$ cat config.mk
export PLATFORM = sky130hd
export DESIGN_NAME = float_to_unorm8_blend_weights_core
export DESIGN_NICKNAME = d
export VERILOG_FILES = /design/src/hw/rtl/f2u8_pkg.sv /design/src/hw/rtl/float_to_unorm8_blend_weights_core.sv
export SDC_FILE = /design/constraint.sdc
export NUM_CORES = 1
export LEC_CHECK = 0
export BUFFER_PORTS_ARGS = -buffer_cell sky130_fd_sc_hd__buf_2
export CORE_MARGIN = 2
export CORE_UTILIZATION = 52
export DETAILED_ROUTE_END_ITERATION = 10
export PLACE_DENSITY_LB_ADDON = 0.12
export SLEW_MARGIN = 10
export SYNTH_ARGS = -nofsm -noshare
export SYNTH_HDL_FRONTEND = slang
export SYNTH_SLANG_ARGS = --single-unit
$ cat constraint.sdc
create_clock -name i_clk -period 21.1 [get_ports i_clk]
set_input_delay 4.22 -clock i_clk [delete_from_list [all_inputs] [get_ports i_clk]]
set_output_delay 4.22 -clock i_clk [all_outputs]
set_load 0.01 [all_outputs]
$ cat src/hw/rtl/f2u8_pkg.sv
// Package for the float-to-unorm8 blend weight converter.
// Holds payload structs, register indexes and the conversion function.
// No dependencies.
`default_nettype none
package f2u8_pkg;
    localparam int unsigned MAX_LANES = 4;
    localparam logic [3:0] USAGE_BLEND = 4'd7;
    localparam logic [3:0] USAGE_BLEND_IMPL = 4'd8;

    typedef enum logic [1:0] {
        REG_SRC_LANES = 2'd0,
        REG_DST_LANES = 2'd1,
        REG_SRC_USAGE = 2'd2,
        REG_DST_USAGE = 2'd3
    } t_reg_idx;

    typedef struct packed {
        logic [31:0] float_bits;
        logic        stream_end;
    } t_in;

    typedef struct packed {
        logic [7:0] byte_value;
        logic [2:0] lane_index;
        logic       vertex_end;
        logic       run_last;
        logic       batch_end;
    } t_out;

    // x*255 rounded to nearest even in single precision, truncated toward
    // zero, low byte. NaN or |p| >= 2^31 gives 0.
    function automatic logic [7:0] to_unorm8(input logic [31:0] bits);
        logic [7:0]  e;
        logic [23:0] m;
        logic [31:0] prod;
        logic [9:0]  pe;
        logic [24:0] pm;
        logic        rnd;
        logic [63:0] sh;
        logic [31:0] mag;
        logic [7:0]  res;
        e = bits[30:23];
        m = (e == 8'd0) ? {1'b0, bits[22:0]} : {1'b1, bits[22:0]};
        prod = 32'(m) * 32'd255;
        res = 8'd0;
        // product has 32 bits; pe is exponent of bit 31 minus bias, unbiased
        // value = prod * 2^(e_eff-150)
        if (e == 8'hFF) begin
            res = 8'd0;
        end else if (prod == 32'd0) begin
            res = 8'd0;
        end else begin
            // normalize: 24-bit significand from prod
            if (prod[31]) begin
                rnd = prod[7] & (prod[6:0] != 7'd0 | prod[8]);
                pm = {1'b0, prod[31:8]} + 25'(rnd);
                pe = 10'((e == 8'd0) ? 1 : e) + 10'd8;
            end else if (prod[30]) begin
                rnd = prod[6] & (prod[5:0] != 6'd0 | prod[7]);
                pm = {1'b0, prod[30:7]} + 25'(rnd);
                pe = 10'((e == 8'd0) ? 1 : e) + 10'd7;
            end else begin
                // subnormal inputs: prod small, value tiny -> byte 0
                pm = 25'd0;
                pe = 10'd0;
            end
            if (pm[24]) begin
                pm = pm >> 1;
                pe = pe + 10'd1;
            end
            // value = pm * 2^(pe-150); need pe-150+23 < 31 for in range
            if (pe >= 10'd158) begin
                res = 8'd0;
            end else if (pe < 10'd127) begin
                res = 8'd0;
            end else begin
                sh = {40'd0, pm[23:0]} << (pe - 10'd127);
                mag = sh[54:23];
                res = bits[31] ? 8'(-mag) : mag[7:0];
            end
        end
        return res;
    endfunction
endpackage
`default_nettype wire

$ cat src/hw/rtl/float_to_unorm8_blend_weights_core.sv
// An accepted input passes through an input register and a result register. One
// transaction per cycle while the output does not stall; a vertex-closing lane in
// implied-last mode gives two results and holds the input stage until the second,
// pending result has gone to the output, longer while the output stalls.
// Reset (synchronous, active low) restores lane counts 4, usages 0, clears
// the lane counter, weight sum and all valid flags.
`default_nettype none
module float_to_unorm8_blend_weights_core (
    input  wire logic           i_clk,
    input  wire logic           i_rst_n,
    input  wire logic           i_valid,
    output logic                o_stall,
    input  wire f2u8_pkg::t_in  i_data,
    output logic                o_valid,
    input  wire logic           i_stall,
    output f2u8_pkg::t_out      o_data,
    input  wire logic           i_cfg_we,
    input  wire logic [1:0]     i_cfg_idx,
    input  wire logic [3:0]     i_cfg_data
);
    import f2u8_pkg::*;

    logic [2:0] r_src_lanes, r_dst_lanes;
    logic [3:0] r_src_usage, r_dst_usage;
    logic [2:0] r_lane, n_lane;
    logic [7:0] r_sum, n_sum;
    // input register stage
    logic       r_iv;
    t_in        r_in;
    // result register and pending implied byte
    logic       r_ov;
    t_out       r_out;
    logic       r_pv;
    t_out       r_pend;

    logic       mode_a, mode_b, mode_c, matched;
    logic [2:0] count;
    logic [7:0] b, s;
    logic       vend, two, one;
    t_out       res0, res1;
    logic       out_free, adv;

    always_comb begin
        mode_a = (r_src_lanes == r_dst_lanes) && (32'(r_src_lanes) <= MAX_LANES);
        mode_b = !mode_a && r_src_usage == USAGE_BLEND && r_dst_usage == USAGE_BLEND_IMPL
              && (4'(r_src_lanes) + 4'd1 == 4'(r_dst_lanes))
              && (32'(r_dst_lanes) <= MAX_LANES);
        mode_c = !mode_a && !mode_b
              && (r_src_usage == USAGE_BLEND_IMPL || r_dst_usage == USAGE_BLEND)
              && (4'(r_dst_lanes) + 4'd1 == 4'(r_src_lanes))
              && (32'(r_src_lanes) <= MAX_LANES);
        matched = mode_a || mode_b || mode_c;
        count = mode_a ? r_src_lanes : r_dst_lanes;
        b = to_unorm8(r_in.float_bits);
        vend = (4'(r_lane) + 4'd1) >= 4'(count);
        s = r_sum + b;
        two = 1'b0;
        one = 1'b0;
        res0 = '0;
        res1 = '0;
        n_lane = r_lane;
        n_sum = r_sum;
        if (matched) begin
            if (mode_c && count == 3'd0) begin
                one = 1'b1;
                res0 = '{byte_value: 8'd255 - r_sum, lane_index: 3'd0,
                         vertex_end: 1'b1, run_last: 1'b1,
                         batch_end: r_in.stream_end};
                n_lane = '0;
                n_sum = '0;
            end else if (count != 3'd0) begin
                one = 1'b1;
                if (vend && mode_c) begin
                    two = 1'b1;
                    res0 = '{byte_value: b, lane_index: r_lane, vertex_end: 1'b0,
                             run_last: 1'b0, batch_end: 1'b0};
                    res1 = '{byte_value: 8'd255 - s, lane_index: count,
                             vertex_end: 1'b1, run_last: 1'b1,
                             batch_end: r_in.stream_end};
                end else begin
                    res0 = '{byte_value: b, lane_index: r_lane, vertex_end: vend,
                             run_last: 1'b1, batch_end: r_in.stream_end};
                end
                n_lane = vend ? 3'd0 : r_lane + 3'd1;
                n_sum = vend ? 8'd0 : s;
            end
        end
        if (r_in.stream_end) begin
            n_lane = '0;
            n_sum = '0;
        end
    end

    // Output slot frees when empty or being taken; pending byte goes first.
    assign out_free = !r_ov || !i_stall;
    assign adv = r_iv && out_free && !r_pv;
    assign o_stall = r_iv && !adv;
    assign o_valid = r_ov;
    assign o_data = r_out;

    always_ff @(posedge i_clk) begin
        if (!i_rst_n) begin
            r_src_lanes <= 3'd4;
            r_dst_lanes <= 3'd4;
            r_src_usage <= '0;
            r_dst_usage <= '0;
            r_lane <= '0;
            r_sum <= '0;
            r_iv <= 1'b0;
            r_ov <= 1'b0;
            r_pv <= 1'b0;
        end else begin
            if (i_cfg_we) begin
                unique case (t_reg_idx'(i_cfg_idx))
                    REG_SRC_LANES: r_src_lanes <= i_cfg_data[2:0];
                    REG_DST_LANES: r_dst_lanes <= i_cfg_data[2:0];
                    REG_SRC_USAGE: r_src_usage <= i_cfg_data;
                    REG_DST_USAGE: r_dst_usage <= i_cfg_data;
                    default: ;
                endcase
            end
            if (i_valid && !o_stall) r_iv <= 1'b1;
            else if (adv) r_iv <= 1'b0;
            if (out_free) begin
                if (r_pv) begin
                    r_ov <= 1'b1;
                    r_pv <= 1'b0;
                end else begin
                    r_ov <= adv && one;
                    r_pv <= adv && two;
                end
            end
            if (adv) begin
                r_lane <= n_lane;
                r_sum <= n_sum;
            end
        end
    end

    // Payload registers: no reset.
    always_ff @(posedge i_clk) begin
        if (i_valid && !o_stall) r_in <= i_data;
        if (out_free) begin
            if (r_pv) r_out <= r_pend;
            else if (adv) r_out <= res0;
        end
        if (adv) r_pend <= res1;
    end

`ifndef NO_ASSERTIONS
    // Pending implied byte always trails a shown result.
    a_pend_has_out: assert property (@(posedge i_clk) disable iff (!i_rst_n)
        r_pv |-> r_ov) else $error("pending byte without shown result");
    // Input stage never drains while a pending byte is queued.
    a_no_adv_pend: assert property (@(posedge i_clk) disable iff (!i_rst_n)
        r_pv |-> !adv) else $error("advance with pending byte");
    // A two-result lane leaves its first byte not closing the vertex.
    a_first_open: assert property (@(posedge i_clk) disable iff (!i_rst_n)
        r_pv |-> !r_out.run_last) else $error("first of pair marked last");
`endif
endmodule
`default_nettype wire

# Yosys cells after proc, flatten, opt, wreduce, memory -nomap -nowiden
# Index checks and enable logic that the tools add are counted.
word_totals:
  elab_cells: 157
  output_inout_bits: 16
  reg_bits: 89
  in_bits: 44
op_classes:
  add_sub_neg: 14
  magnitude_cmp: 5
  mul: 1
  mux: 50
  bitwise_logic: 7
  n_shift: 1
  eq_ne: 11
  n_reduce_logical: 47
op_table:
  columns: ["op", "count"]
  rows:
  - ["$mux 25", 4]
  - ["$mux 24", 4]
  - ["$mux 8", 11]
  - ["$mux 14", 5]
  - ["$mux 10", 6]
  - ["$add 24x1->25", 2]
  - ["$logic_not 32->1", 1]
  - ["$mul 24x8->32 const B", 1]
  - ["$shl 24x10->31", 1]
  - ["$mux 3", 8]
  - ["$logic_and 1x1->1", 17]
  - ["$sub 8x8->8 const A", 2]
  - ["$add 3x1->4 const B", 3]
  - ["$mux 1", 11]
  - ["$add 10x1->10 const B", 1]
  - ["$add 10x4->10 const B", 1]
  - ["$ge 10x8->1 const B", 1]
  - ["$lt 10x7->1 const B", 1]
  - ["$reduce_and 2->1", 5]
  - ["$sub 10x7->10 const B", 1]
  - ["$add 8x3->9 const B", 1]
  - ["$mux 9", 1]
  - ["$add 8x8->8", 1]
  - ["$eq 4x3->1", 2]
  - ["other kinds (25)", 45]

# Longest topological paths before layout
# Gate-level depths: netlist of the first run.
depth:
  ltp_word: 28
  depth_mapped: 52
  depth_no_buf: 47

# Worst setup path before layout of the first run
# OpenSTA, ideal clock, no wires.
synth_timing:
  path_type: "reg-to-reg"
  startpoint: "register r_in[28] (netlist bit)"
  endpoint: "register r_pend[13] (netlist bit) (data pin)"
  synth_period_minus_slack_ns: 10.650
  slack_ns: 10.450
  t_required_ns: 20.834
  stages_incl_launch_ff: 48
  arrival_ns: 10.384
  n_path_buf: 6
  setup_time_ns: 0.266
  path_cell_list: "edfxtp_1 -> or2_2 -> nor4_1 -> and2_1 -> inv_1 -> fa_1 -> fa_1 -> inv_1 -> fa_1 -> fa_1 -> inv_1 -> ha_1 -> clkbuf_1 -> nand2_1 -> o21ai_0 -> a311o_1 -> or2_2 -> o221ai_2 -> [12 not listed] -> o221ai_1 -> nor3b_1 -> o21ai_1 -> ha_1 -> nand2_1 -> o21ai_0 -> nand2b_1 -> inv_1 -> ha_1 -> a21o_1 -> a21oi_1 -> o21bai_1 -> a21oi_1 -> o21bai_1 -> a21oi_1 -> xnor2_1 -> xnor2_1 -> nor2_1"
synth_via:
  elab_chain_cells: 21
  word_cells_on_any_way: 37
  classes_between: "add/sub (9); mul (1); order compare (2); eq/ne (1); shift (1); mux (21); reduce/logical (2)"
synth_rtl:
  columns: ["item", "line", "text"]
  rows:
  - ["start: declaration", "float_to_unorm8_blend_weights_core.sv:29", "t_in r_in;"]
  - ["start signal: assignment", "float_to_unorm8_blend_weights_core.sv:142", "if (i_valid && !o_stall) r_in <= i_data;"]
  - ["$logic_not 8->1", "f2u8_pkg.sv:43, f2u8_pkg.sv:57, f2u8_pkg.sv:61", null]
  - ["$mux 24 / $mux 8 (equally long branches)", "f2u8_pkg.sv:43, f2u8_pkg.sv:57, f2u8_pkg.sv:61", null]
  - ["$mul 24x8->32 / $add 8x3->9 (equally long branches)", "f2u8_pkg.sv:44, f2u8_pkg.sv:61", null]
  - ["$add 24x1->25 / $mux 9 (equally long branches)", "f2u8_pkg.sv:60, f2u8_pkg.sv:58", null]
  - ["$mux 25 / $mux 10 (equally long branches)", "f2u8_pkg.sv:58, f2u8_pkg.sv:54", null]
  - ["$mux 25 / $mux 10 (equally long branches)", "f2u8_pkg.sv:54, f2u8_pkg.sv:50", null]
  - ["$mux 25 / $mux 10 (equally long branches)", "f2u8_pkg.sv:50, f2u8_pkg.sv:48", null]
  - ["$mux 25 / $add 10x1->10 (equally long branches)", "f2u8_pkg.sv:48, f2u8_pkg.sv:69", null]
  - ["[5 not listed]", null, null]
  - ["$neg 8->8", "f2u8_pkg.sv:79", "res = bits[31] ? 8'(-mag) : mag[7:0];"]
  - ["$mux 8", "f2u8_pkg.sv:79", null]
  - ["$mux 8", "f2u8_pkg.sv:74", "end else if (pe < 10'd127) begin"]
  - ["$mux 8", "f2u8_pkg.sv:72", "if (pe >= 10'd158) begin"]
  - ["$mux 8", "f2u8_pkg.sv:50", "end else if (prod == 32'd0) begin"]
  - ["$mux 8 *", "f2u8_pkg.sv:48", "if (e == 8'hFF) begin"]
  - ["$add 8x8->8 *", "float_to_unorm8_blend_weights_core.sv:56", "s = r_sum + b;"]
  - ["$sub 8x8->8 *", "float_to_unorm8_blend_weights_core.sv:77", "res1 = '{byte_value: 8'd255 - s, lane_index: count,"]
  - ["end signal: assignment", "float_to_unorm8_blend_weights_core.sv:147", "if (adv) r_pend <= res1;"]
  - ["end: declaration", "float_to_unorm8_blend_weights_core.sv:34", "t_out r_pend;"]
# Mark *: on every way between the ends. The rest lies on a longest branch, timed or not. The select of a mux whose other input is x is not followed.
# A chain may end at the register's enable or synchronous reset.

# Final worst setup path of the first run
layout_timing:
  startpoint: "register r_in[27] (netlist bit)"
  endpoint: "register r_pend[13] (netlist bit) (data pin)"
# The elaborated chain is that of the path after synthesis.

==> results_dict.tcl, run 1 <==
set metrics [dict create \
    fp.dieH_um 162 \
    slew_viol_final 0 \
    insertion_delay_ns 0.36 \
    syn_area_sq_um 13000 \
    final-setup-viol-count 0 \
    cpMaxStageDelayCell "inv_1" \
    yosys_register_bits 88 \
    fin_worst_skew_ns 0.0173 \
    layout_setup_ws_ns 8.55 \
    post_cts_buffers 0 \
    core_sq_um 24400 \
    start_util 0.531 \
    ys_types 102 \
    holdPathEnd "o_data[2]" \
    finalCritPeriodShare 0.595 \
    status "completed" \
    synth_nets 1743 \
    cp.required_ns 21.19 \
    grt_pass1_wl_mm 54.8 \
    crit_top_cell "inv_1" \
    place_area_sq_um 13500 \
    synth-seq-area-share 0.182 \
    die_x_um 162 \
    synth_flop_cell "edfxtp_1" \
    antenna_cells 0 \
    die_area_sq_um 26200 \
    ioPinCount 60 \
    nets 1758 \
    path_class "reg -> reg" \
    hold_viol 0 \
    routabilityCongestion 0.937 \
    drv_cap 0 \
    clock_path_buffers 2 \
    antenna_left 0 \
    critical_path.max_fanout 32 \
    wire_per_inst_um 17.2 \
    start_kind "flip-flop" \
    arrival_ns 12.64 \
    hold_path_depth 2 \
    via_count 11300 \
    slew_headroom 0.273 \
    worst_pin_slew_ns 1.09 \
    hold_buffers 0 \
    rr_endpoint "r_pend[13]" \
    route.detailed.drc 0 \
    grt.total_usage 0.254 \
    clk_pin_slew_ns 0.08 \
    cts_resized 0 \
    fin_crit_ns 12.55 \
    ff2ff_path_depth 49 \
    synth_warnings 0 \
    htree_levels 3 \
    syn_inst 1514 \
    slowest_delay_ns 0.58 \
    synthArstFlopShare 0 \
    cts-buffers-inserted 9 \
    fin_tns_setup_ns 0 \
    final_cell_mix "inv_1 (208), nor2_1 (111), fa_1 (111)" \
    fin_area_sq_um 13800 \
    rrSetupSlack_ns 8.55 \
    rr_startpoint "r_in[27]" \
    grt_pass1_vias 10900 \
    final_common_cell "inv_1" \
    drt_iter0_markers 836 \
    via_per_inst 6.07 \
    hpwl_mm 25.4 \
    rsz0062_at_grt "false" \
    syn_area_per_cell_sq_um 8.56 \
    rows 57 \
    syn2layout_area_growth_pct 6.11 \
    cts_root_buffer "clkbuf_16" \
    drive_gt1_frac 0.100 \
    port_buffers 59 \
    drt-pass1-iter-count 5 \
    hp-start "r_pend[2]" \
    drt_wl_total_mm 31.9 \
    max_freq_mhz 79.7 \
    synth_edf_count 60 \
    dp_slack_ns 8.74 \
    cts_sinks 88 \
    hold_class "reg -> reg" \
    cts_tree "done" \
    overflow 0 \
    antenna_found_initial 0 \
    grt_max_degree 35 \
    crit_path_end_kind "flip-flop" \
]
==> Yosys cell counts, drive strengths merged, types with 10 or more instances <==
| master | number | area [sq um] |
|---|---|---|
| o21ai | 73 | 388 |
| and2 | 23 | 144 |
| nor2 | 113 | 429 |
| o22ai | 15 | 100 |
| inv | 208 | 781 |
| a21oi | 70 | 362 |
| nor2b | 32 | 200 |
| mux2 | 11 | 124 |
| mux2i | 29 | 290 |
| xnor2 | 57 | 522 |
| and3 | 10 | 62.6 |
| nand4 | 30 | 203 |
| fa | 111 | 2220 |
| xor2 | 28 | 253 |
| nand3 | 48 | 240 |
| a22oi | 16 | 120 |
| dfxtp | 28 | 561 |
| a211o | 11 | 96.3 |
| a211oi | 24 | 200 |
| nor3 | 35 | 190 |
| a21o | 13 | 97.6 |
| clkbuf | 38 | 144 |
| o211ai | 18 | 145 |
| edfxtp | 60 | 1800 |
| nor4 | 18 | 158 |
| buf | 30 | 158 |
| ha | 74 | 926 |
| a31oi | 12 | 75.1 |
| nand2 | 103 | 397 |
==> area by class of cell <==
| class | instances | area (sq um) |
|---|---|---|
| tap | 324 | 405 |
| fill | 2335 | 10600 |
| clock inverter | 7 | 62.6 |
| inverter | 208 | 781 |
| timing repair buffer | 72 | 393 |
| multi-input combinational | 1150 | 9530 |
| clock buffer | 9 | 225 |
| sequential | 88 | 2360 |
==> through the flow <==
step | utilization | hold WS, ns | cells
after floorplan | - | 0.487 | 1514
after global placement | 0.552 | 0.503 | 1842
after detailed placement | 0.552 | 0.528 | 1842
after CTS | 0.564 | 0.546 | 1858
after global routing | 0.564 | 0.568 | 1858
final | 0.564 | 0.537 | 1858
==> sequential cells by signal (all words and copies together) (netlist names) <==
name         flops
o_data          14
r_iv             1
r_in            33
r_dst_usage      4
r_lane           3
r_sum            8
o_valid          1
r_src_usage      4
r_pv             1
r_src_lanes      3
r_dst_lanes      3
r_pend          13
==> cell families (layout without fill, tap and decap cells) <==
logic type / Yosys count / after routing / share of synthesized area
muxes: 41 / 41 / 0.0337
adders and majority gates: 185 / 185 / 0.243
AOI/OAI and AO/OA: 372 / 372 / 0.210
xor gates and xnor gates: 85 / 85 / 0.0597
and+or+nand+nor: 467 / 467 / 0.188
buffers and inverters: 276 / 296 / 0.0835
DFF: 88 / 88 / 0.182
==> worst max path at each step <==
stage | start | to | slack, ns | depth (start not counted)
2_1_floorplan | r_in[28] | r_pend[13] | 10.45 | 47
4_1_cts | r_in[27] | r_pend[13] | 8.72 | 49
3_5_place_dp | r_in[27] | r_pend[13] | 8.74 | 49
6_report | r_in[27] | r_pend[13] | 8.55 | 49
3_3_place_gp | r_in[27] | r_pend[13] | 9.16 | 49
5_1_grt | r_in[27] | r_pend[13] | 7.57 | 49
==> critical path: cells and delay by family (launching register included) <==
kind / cells / cell delay (ns)
buf+inv: 9 / 2.12
flops: 1 / 0.54
compound gates: 17 / 3.47
fa+ha+maj: 9 / 3.69
simple gates: 12 / 2.09
xor+xnor: 2 / 0.36
==> metal layers <==
metal	GRT usage	vias up	part of all wire
met2	0.398	348	0.45
met3	0.0424	38	0.067
li1	-	5404	-
met1	0.373	5483	0.47
met4	0.0531	0	0.013
met5	0	-	0
Power of run 1 is not shown: default switching activity piles up to over one toggle a cycle in this logic, so the estimate is an artifact.
==> run 2, diff against run 1 <==
clock period = 11.9 ns   (was 21.1 ns; I/O delays follow)
==> run 2 against run 1 <==
  * Global-route usage rose by 0.24 points
  * Routed wire length rose by 1.2%
  * Final cell count rose by 0.70%
  * Clock skew fell by 0.0042 ns
  * Flip-flop and latch count did not move
  * Non-clock buffer count rose by 13
  * Core utilization rose by 0.56 points
  * Critical path depth fell by 4
  * Die area did not move
  * Worst setup slack got worse by 7.6 ns
  * Sequential share of layout area fell by 0.17 points
==> results_dict.tcl, run 2 (synthesis gave the netlist of run 1 again) <==
set metrics [dict create \
    ioPinCount 60 \
    syn2layout_area_growth_pct 7.16 \
    start_util 0.531 \
    rows 57 \
    insertion_delay_ns 0.36 \
    fin_worst_skew_ns 0.0131 \
    nets 1771 \
    drt_iter0_markers 886 \
    routabilityCongestion 0.914 \
    wire_per_inst_um 17.3 \
    hpwl_mm 25.7 \
    start_kind "flip-flop" \
    die_area_sq_um 26200 \
    arrival_ns 11.05 \
    grt.total_usage 0.257 \
    fin_crit_ns 10.95 \
    clock_path_buffers 2 \
    hold_buffers 0 \
    grt_pass1_wl_mm 55.2 \
    via_count 11200 \
    largest-register "r_in" \
    route.detailed.drc 0 \
    antenna_cells 0 \
    finalCritPeriodShare 0.920 \
    core_sq_um 24400 \
    antenna_found_initial 0 \
    drt-pass1-iter-count 6 \
    largest_reg_flops 33 \
    drv_cap 0 \
    fp.dieH_um 162 \
    status "completed" \
    overflow 0 \
    antenna_left 0 \
    cts_root_buffer "clkbuf_16" \
    crit_path_end_kind "flip-flop" \
    cts_tree "done" \
    grt_max_degree 34 \
    slew_headroom 0.277 \
    drt_wl_total_mm 32.3 \
    rrSetupSlack_ns 0.95 \
    slew_viol_final 0 \
    critical_path.max_fanout 21 \
    path_class "reg -> reg" \
    cpMaxStageDelayCell "fa_1" \
    cts-buffers-inserted 9 \
    final_common_cell "inv_1" \
    worst_pin_slew_ns 1.08 \
    final-setup-viol-count 0 \
    cp.required_ns 12.00 \
    clk_pin_slew_ns 0.08 \
    port_buffers 59 \
    die_x_um 162 \
    rsz0062_at_grt "false" \
    filler_cell_count 2318 \
    slowest_delay_ns 0.55 \
    final_cell_mix "inv_1 (208), nor2_1 (111), fa_1 (111)" \
    hold_class "reg -> reg" \
    htree_levels 3 \
    hold_viol 0 \
    fin_tns_setup_ns 0 \
    cts_sinks 88 \
    via_per_inst 6.00 \
    drive_gt1_frac 0.110 \
    grt_pass1_vias 10900 \
    max_freq_mhz 91.4 \
]
==> run 2: changes by cell type in the layout (fill, tap and decap cells not counted), sizes merged <==
cell,before,now
inv,211,214
buf,72,85
clkinv,2,1
clkinvlp,2,0
==> run 2: repair_timing <==
item,CTS,global route
setup buffers,0,4
endpoints found under the setup margin,0,4
hold endpoints to repair,0,0
gates resized for setup,0,5
==> run 2: path summary, 6_finish.rpt <==
kind,startpoint,end,depth (start not counted)
setup / recovery,r_in[28],r_pend[13],45
hold / removal,r_pend[2],o_data[2],2
setup reg to reg,r_in[28],r_pend[13],45
hold reg to reg,r_pend[2],o_data[2],2
==> run 2: worst max-delay path, delay by kind of cell (launching register included) <==
kind	cells	cell delay, ns
AO/OA/AOI/OAI	15	2.70
XOR/XNOR	4	0.82
adder cells (fa/ha/maj)	8	3.30
buffers and inverters	5	0.60
flip-flops	1	0.47
multiplexers	1	0.26
AND/OR/NAND/NOR	12	2.51
==> run 2: routing by layer <==
metal  part of all wire  routed length [um]  global-route usage
met1               0.48               15600               0.388
met2               0.44               14300               0.394
met3              0.059                1910              0.0352
met4              0.014                 438              0.0527
met5                  0                   0                   0
==> run 2: area by class of cell <==
type / instances / area [sq um] / share of cell area
Sequential cell: 88 / 2360 / 0.170
Tap cell: 324 / 405 / 0.0292
Timing Repair Buffer: 85 / 494 / 0.0356
Multi-Input combinational cell: 1150 / 9550 / 0.687
Inverter: 208 / 781 / 0.0562
Clock inverter: 7 / 76.3 / 0.00549
Clock buffer: 9 / 225 / 0.0162
==> run 2: metrics by stage <==
stage,setup WS (ns),hold slack [ns],area (sq um),std cells,utilization
detailed placement,0.571,0.522,13500,1851,0.555
global route,0.0873,0.557,13900,1871,0.570
global placement,0.935,0.510,13500,1851,0.555
finish,0.955,0.545,13900,1871,0.570
CTS,0.515,0.533,13800,1867,0.567
floorplan,1.25,0.487,13000,1514,-
Power of run 2 is left out for the same reason.
